### src/sv/cfp_pkg.sv
// ---------------------------------------------------------------------------
// cfp_pkg
// Shared widths, face codes and stage records for the cube face unprojection.
// ---------------------------------------------------------------------------
package cfp_pkg;

    localparam int CoefW  = 24;            // Q12.12 coefficient and point
    localparam int SideW  = CoefW + 1;     // point minus coefficient
    localparam int DetW   = 2 * CoefW + 1; // |det| and accepted |num|
    localparam int NumW   = DetW + 1;      // signed numerator
    localparam int FracW  = 16;            // Q2.16 fraction bits
    localparam int QuotW  = FracW + 1;     // quotient magnitude up to 1.0
    localparam int RemW   = DetW + QuotW;  // partial remainder of the divide
    localparam int CoordW = QuotW + 1;     // signed Q2.16 result
    localparam int NumRegs = 6;
    localparam int CfgIdxW = 3;

    localparam logic [CoordW-1:0] OnePos = CoordW'(1 << FracW);
    localparam logic [CoordW-1:0] OneNeg = CoordW'(-(1 << FracW));

    typedef enum logic [1:0] {
        FACE_U = 2'd0,
        FACE_F = 2'd1,
        FACE_R = 2'd2
    } t_face;

    typedef enum logic [CfgIdxW-1:0] {
        REG_SX_FROM_X = 3'd0,
        REG_SX_FROM_Y = 3'd1,
        REG_SX_FROM_Z = 3'd2,
        REG_SY_FROM_X = 3'd3,
        REG_SY_FROM_Y = 3'd4,
        REG_SY_FROM_Z = 3'd5
    } t_reg_idx;

    // per face solve result
    typedef struct packed {
        logic            ok;
        logic [DetW-1:0] adet;
        logic [DetW-1:0] an1;
        logic [DetW-1:0] an2;
        logic            neg1;
        logic            neg2;
    } t_lane;

    // record handed down the divider cells
    typedef struct packed {
        logic             hit;
        t_face            face;
        logic [DetW-1:0]  ad;
        logic [RemW-1:0]  rs;
        logic [RemW-1:0]  rt;
        logic [QuotW-1:0] qs;
        logic [QuotW-1:0] qt;
        logic             ns;
        logic             nt;
    } t_div;

endpackage

### src/sv/cfp_div_cell.sv
// ---------------------------------------------------------------------------
// cfp_div_cell
// One restoring divide step for both coordinates, one quotient bit per cell.
// ---------------------------------------------------------------------------
module cfp_div_cell #(
    parameter int BIT = 0
) (
    input  logic          i_clk,
    input  logic          i_en,
    input  cfp_pkg::t_div i_req,
    output cfp_pkg::t_div o_req
);
    import cfp_pkg::*;

    logic [RemW-1:0] dsh;
    t_div            n_req, r_req;

    // trial subtract of the divisor at this bit weight
    always_comb begin
        dsh   = RemW'(i_req.ad) << BIT;
        n_req = i_req;
        if (i_req.rs >= dsh) begin
            n_req.rs      = i_req.rs - dsh;
            n_req.qs[BIT] = 1'b1;
        end
        if (i_req.rt >= dsh) begin
            n_req.rt      = i_req.rt - dsh;
            n_req.qt[BIT] = 1'b1;
        end
    end

    always_ff @(posedge i_clk) begin
        if (i_en) begin
            r_req <= n_req;
        end
    end

    assign o_req = r_req;

endmodule

### config.mk
export PLATFORM = sky130hd
export DESIGN_NAME = cfp_div_cell
export DESIGN_NICKNAME = d
export VERILOG_FILES = /design/src/sv/cfp_pkg.sv /design/src/sv/cfp_div_cell.sv
export SDC_FILE = /design/constraint.sdc
export NUM_CORES = 1
export LEC_CHECK = 0
export BUFFER_PORTS_ARGS = -buffer_cell sky130_fd_sc_hd__buf_4
export CAP_MARGIN = 15
export CORE_MARGIN = 2
export CORE_UTILIZATION = 45
export DETAILED_ROUTE_END_ITERATION = 8
export HOLD_SLACK_MARGIN = 0.03
export PLACE_DENSITY_LB_ADDON = 0.25
export SYNTH_ARGS = -nofsm -noshare
export SYNTH_HDL_FRONTEND = slang
export SYNTH_SLANG_ARGS = --single-unit
export TNS_END_PERCENT = 20
### constraint.sdc
create_clock -name i_clk -period 3.17 [get_ports i_clk]
set_input_delay 0.4755 -clock i_clk [delete_from_list [all_inputs] [get_ports i_clk]]
set_output_delay 0.4755 -clock i_clk [all_outputs]
set_load 0.01 [all_outputs]
Word-level counts from Yosys, hierarchy flattened

Index checks and enable logic that the tools add are counted.

Mux-type cells: 2
Add/subtract/negate cells: 2
$lt $le $gt $ge: 2

Operator list:

| cell           | number |
|---|---|
| $ge 66x49->1   | 2 |
| $mux 66        | 2 |
| $sub 66x49->66 | 2 |

Logic and storage cells: 17
Bits of input ports: 222
Flip-flop bits (word level): 220
Output and inout bits: 220

Logic depth before layout (Yosys ltp)

Gate-level depths: netlist of run 1.

Word-level depth: 2
Mapped depth: 16
Gate-level depth less buffers: 14

Worst setup path after synthesis of run 1

OpenSTA, ideal clock, no wires.

Kind: input to register
From: in i_req[36] (netlist name)
To: reg r_req (netlist bit o_req[75]), data pin
Stages: 16
Arrival time: 3.044 ns
Library setup time: 0.258 ns
Slack: -0.131 ns
Required time: 2.912 ns
Path through: inv_1 > ha_1 > inv_1 > fa_1 > a21o_1 > a221o_1 > a41oi_2 > nand3_1 > a21oi_2 > o21bai_1 > a22oi_4 > nand3_1 > buf_4 > buf_1 > nor2_1 > a21oi_2

RTL lines:

| what                 | RTL line           | source |
|---|---|---|
| from (decl)          | cfp_div_cell.sv:10 | `input cfp_pkg::t_div i_req,` |
| to (signal assigned) | cfp_div_cell.sv:34 | `r_req <= n_req;` |
| to (decl)            | cfp_div_cell.sv:16 | `t_div n_req, r_req;` |

==> results of run 1 <==
==> cells by family (layout without fill, tap and decap cells) <==
group	count (synthesis)	in the layout	share of synthesized area (%)
multiplexers	24	24	1.81
AND/OR/NAND/NOR	439	439	14.4
AO/OA/AOI/OAI	436	436	19.1
adder cells (fa/ha/maj)	100	100	8.54
flip-flops	220	220	44.6
other	0	1	0
XOR/XNOR	126	126	7.44
buffers and inverters	147	916	4.13
==> worst max-delay path: stages <==
cell and delay [ns]:
buf_4 0.09, inv_1 0.09, ha_1 0.42, buf_4 0.15, nand3_1 0.10, nor2_1 0.21
o211ai_1 0.12, a21oi_1 0.29, and3_1 0.28, o2111ai_1 0.12, buf_4 0.17, a211oi_1 0.39
or3_4 0.23, nor2_1 0.05, xor2_1 0.13
==> power by group through the flow <==
stage               Combinational (mW)  Sequential [mW]  Clock (mW)
floorplan                         1.31             3.99           0
global placement                  3.24             3.80           0
detailed placement                3.27             3.81           0
CTS                               3.29             3.76        2.86
global route                      3.58             3.79        2.94
finish                            3.32             3.76        2.80
==> cell type report <==
class	instances	area (um^2)	area share (%)
clock buffers	28	637	2.90
well taps	442	553	2.52
repair buffers	789	6020	27.4
diodes	1	2.50	0.0114
inverters	83	312	1.42
clock inverters	16	133	0.604
flip-flops and latches	220	6610	30.1
multi-input cells	1125	7680	35.0
==> worst max path at each step <==
stage / slack, ns / start / endpoint
5_1_grt: -0.02 / i_req[36] / o_req[94]
6_report: 0.13 / i_req[181] / o_req[167]
2_1_floorplan: -0.02 / i_req[36] / o_req[80]
3_3_place_gp: -0.45 / i_req[179] / o_req[99]
4_1_cts: 0.007 / i_req[176] / o_req[99]
3_5_place_dp: -0.55 / i_req[179] / o_req[99]
==> layout by cell type (no fill, tap or decap), types with 13 or more instances in the layout <==
cell	n
a21o_1	44
nand3_1	31
clkbuf_16	25
buf_4	781
nor3_1	32
nand2b_1	15
xor2_1	59
o21ai_0	52
mux2_1	15
and3_1	13
a21oi_2	14
nand2_1	101
o21bai_1	27
nand4_1	35
xnor2_1	67
nor2_1	146
inv_1	83
ha_1	98
edfxtp_1	220
a21oi_1	193
==> through the flow <==
stage	instances	total power [mW]	hold WS, ns
after floorplan	1492	5.30	0.574
after global placement	2659	7.05	0.654
after detailed placement	2659	7.08	0.655
after CTS	2703	9.91	0.0911
after global routing	2704	10.3	0.0956
final	2704	9.88	0.111
==> layer usage <==
metal,global-route usage [%],part of all wire [%],up-vias
met3,3.70,7.2,65
met1,39.5,43,6822
met2,48.4,47,558
li1,-,-,7019
met5,0,0,-
met4,7.90,2.6,0
==> qor.csv, run 1 <==
metric,value,unit
final worst-path cycle share,96.0,%
largest net degree at the start of global routing,64,
sw frac,30.0,%
P_leak,9.91,nW
DR pass1 iterations,5,
worst setup margin,0.128,ns
Critical Path RT,3.46,ns
Critical Path Source Type,primary input,
layout cells sized above 1,39.5,%
clock power share,28.4,%
design area,21900,um^2
RSZ-0062 raised after global routing,yes,
I/O Buffers,441,
hold depth,1,
clock buffer depth,3,
Via Count,14464,
Initial Util,45.7,%
Slew @ Worst Pin,0.615,ns
Synth Flop Type,edfxtp_1,
Post-DRT Antenna Nets,0,
fill cell count,2628,
Synth top area share,44.6,%
Ports,442,
Synthesis Warnings,0,
Nets,2566,
post-layout minimum cycle time,3.04,ns
largest cells by area after synthesis,"edfxtp_1, ha_1, a21oi_1, xnor2_1, nor2_1",
Die H,186,um
Root Driver,clkbuf_16,
max cap viols,0,
DRT iter0 DRCs,952,
worst-path fanout max,5,
WL/cell,19.2,um
sequential cell fraction of total power,38.0,%
synthesized area per cell,9.94,um^2
Setup TNS,0,ns
most common cell in the synthesized netlist,edfxtp_1,
Die Wd,186,um
H-tree levels,1,
Area growth syn-to-layout,48.0,%
Die ar.,34400,um^2
Post-synth EDFFs,220,
HPWL after DPL,42800,um
hold wc startpoint,i_req[217],
Hold WC Path Type,in -> reg,
"Reg clk slew, reported paths",0.06,ns
P_sw,2.96,mW
synth unique cells,89,
first-pass GRT wire length,76600,um
synth cell count leaders,"edfxtp_1, a21oi_1, nor2_1",
Placement Rows,66,
sequential area share after synthesis,44.6,%
Peak VDD IR,0.383,mV
CP arrival,3.33,ns
Mapped Cells,1492,
Num CTS Buffers,25,
max_slew headroom,58.6,%
Post-CTS Hold Fix Bufs,0,
Total GRT Usage,28.9,%
gr ovfl total,0,
max FFs per register,220,
status,"complete, no violations",
core area,32500,um^2
crit path capture type,flip-flop,
cell area after synthesis,14800,um^2
Post-DP Area,21100,um^2
CP Class,in -> reg,
endpoints failing setup,0,
initial antenna violation count,1,
post-CTS setup repair buffer count,0,
Power Dens Cells,450,nW/um^2
asr flop ratio synth,0,%
clk sinks,220,
combinational power share,33.6,%
via count of the first global-routing pass,13903,
final RePlAce weighted congestion,0.943,
total internal power,6.92,mW
Fin. Hold Viols,0,
DRC Markers,0,
Total Wirelength,51900,um
cell taking the most area after synthesis,edfxtp_1,
Via density,5.35,
pre-CTS setup slack,-0.553,ns
post-CTS sizing,0,
fmax,329,MHz
TritonCTS clock tree,yes,
#FFs+latches synth,220,
syn nets,1814,
Final Core Density,67.6,%
final max-slew violation count,0,
Hold Crit Endpoint,o_req[217],
Note: power is estimated with default switching activity, not from simulation.
==> run 2, diff against run 1 <==
CORE_UTILIZATION = 48   (was 45)
RECOVER_POWER = 100   (was unset)
TNS_END_PERCENT = unset   (was 20)
==> run 2 against run 1 <==
The run now ends with max-capacitance violations left. Count of clock-buffer cells in the layout increased by 2. Routed wire length down 0.11%. Cell count decreased by 2.7%. Critical path type unchanged. Critical path depth unchanged. Combinational power decreased by 10%. Core utilization increased by 0.11 points. Sequential power barely moved.
==> qor.csv, run 2 (synthesized netlist as in run 1, its figures left out) <==
metric,value,unit,change
area of the multi-input gates,7690,um^2,+0.15%
Via Count,14554,,+0.62%
Critical Path Source Type,primary input,,
Die Wd,180,um,-3.1%
core area,30500,um^2,-6.0%
most frequent cells in the layout,"buf_4, clkbuf_1, edfxtp_1",,
final worst-path cycle share,96.6,%,+0.62 points
largest net degree at the start of global routing,60,,-6.3%
Ports,442,,unchanged
top routing layer in use,met4,,
H-tree levels,1,,unchanged
TritonCTS clock tree,yes,,
worst-path fanout max,6,,+1
Peak VDD IR,0.421,mV,+10%
Setup TNS,0,ns,unchanged
"Reg clk slew, reported paths",0.06,ns,about the same
Hold WC Path Type,in -> reg,,
Num CTS Buffers,24,,-4.0%
Root Driver,clkbuf_16,,
max cap viols,1,,+1
DR pass1 iterations,6,,+1
CP arrival,3.32,ns,about the same
Post-DRT Antenna Nets,0,,unchanged
fmax,327,MHz,-0.64%
worst setup margin,0.108,ns,-0.0195 ns
Die H,180,um,-3.1%
status,finished with violations,,
post-layout minimum cycle time,3.06,ns,+0.0195 ns
"most common cell after layout, fill and taps aside",buf_4,,
CP Class,in -> reg,,
max FFs per register,220,,unchanged
P_leak,8.81,nW,-11%
post-CTS setup repair buffer count,0,,unchanged
Initial Util,48.6,%,+2.9 points
Via density,5.53,,+3.4%
HPWL after DPL,42800,um,about the same
WL/cell,19.7,um,+2.7%
I/O Buffers,441,,unchanged
fill cell count,2645,,+0.65%
Critical Path RT,3.43,ns,-0.03 ns
pre-CTS setup slack,-0.439,ns,+0.114 ns
Slew @ Worst Pin,1.50,ns,+0.880 ns
design area,20700,um^2,-5.8%
DRT iter0 DRCs,1089,,+14%
crit path capture type,flip-flop,,
Nets,2539,,-1.1%
Area growth syn-to-layout,39.4,%,
met3 wire length,3570,um,-4.6%
via count of the first global-routing pass,14574,,+4.8%
clk sinks,220,,unchanged
gr ovfl total,0,,unchanged
RSZ-0062 raised after global routing,yes,,
layout cells sized above 1,27.4,%,-12 points
first-pass GRT wire length,80000,um,+4.4%
max_slew headroom,0.288,%,-58 points
initial antenna violation count,2,,+1
endpoints failing setup,0,,unchanged
final max-slew violation count,0,,unchanged
Total Wirelength,51800,um,-0.11%
Post-DP Area,20900,um^2,-1.3%
M1 WL,21900,um,-1.8%
Total GRT Usage,31.2,%,+2.3 points
failing checks,max-capacitance violations,,
Placement Rows,64,,-3.0%
total power,9.49,mW,-3.9%
Die ar.,32300,um^2,-6.1%
Power Dens Cells,459,nW/um^2,+2.0%
WL met2,24500,um,about the same
storage element area,6610,um^2,unchanged
clock buffer depth,3,,unchanged
DRC Markers,0,,unchanged
final RePlAce weighted congestion,0.972,,+3.1%
Fin. Hold Viols,0,,unchanged
-- run 2: changes by cell type in the layout (fill, tap and decap cells not counted), moves of 4 or more --
| cell | previous run | this run |
|---|---|---|
| buf_4 | 781 | 448 |
| clkbuf_1 | 3 | 259 |
| clkbuf_4 | 0 | 53 |
| clkbuf_2 | 0 | 6 |
| buf_12 | 7 | 2 |
| clkinv_2 | 6 | 2 |
-- run 2: cell type report --
type                       count  share of cell area [%]
antenna                        2                  0.0242
tap                          396                    2.40
sequential                   220                    32.0
timing repair buffer         763                    23.2
clock inverter                12                   0.527
inverter                      83                    1.57
multi-input combinational   1125                    37.2
clock buffer                  30                    3.12
-- run 2: report_power, final --
part	switching (mW)	internal, mW	total (mW)
logic	1.64	1.34	2.98
clock network	1.16	1.59	2.75
registers	0.105	3.65	3.76
-- run 2: worst max-delay path, cell delays in order --
cell,delay [ns]
clkbuf_4,0.10
inv_1,0.10
ha_1,0.39
nand3_1,0.14
a211oi_1,0.29
o21ai_0,0.21
buf_4,0.18
nand3_1,0.10
a21oi_2,0.08
o21bai_2,0.20
a22oi_4,0.09
buf_4,0.17
a211o_1,0.42
nor4_4,0.27
xor2_1,0.09
-- run 2: final timing paths --
| path | startpoint | to | slack [ns] | depth (start not counted) |
|---|---|---|---|---|
| max | i_req[180] | o_req[101] | 0.11 | 15 |
| min | i_req[188] | o_req[188] | 0.14 | 1 |
-- run 2: stage by stage --
stage,util [%],instances,hold slack (ns)
after floorplan,-,1492,0.574
after global placement,68.4,2587,0.654
after detailed placement,68.4,2587,0.655
after CTS,70.9,2629,0.0982
after global routing,67.7,2631,0.126
final,67.7,2631,0.139
-- run 2: per-layer routing --
| metal | vias up | global-route usage [%] |
|---|---|---|
| met5 | - | 0 |
| met4 | 0 | 10.5 |
| met3 | 101 | 4.66 |
| met1 | 6874 | 41.6 |
| met2 | 609 | 52.2 |
| li1 | 6970 | - |
-- run 2: timing repair --
action	in CTS	in global routing
hold buffers	0	0
setup endpoints to repair	0	13
resized for setup	0	7
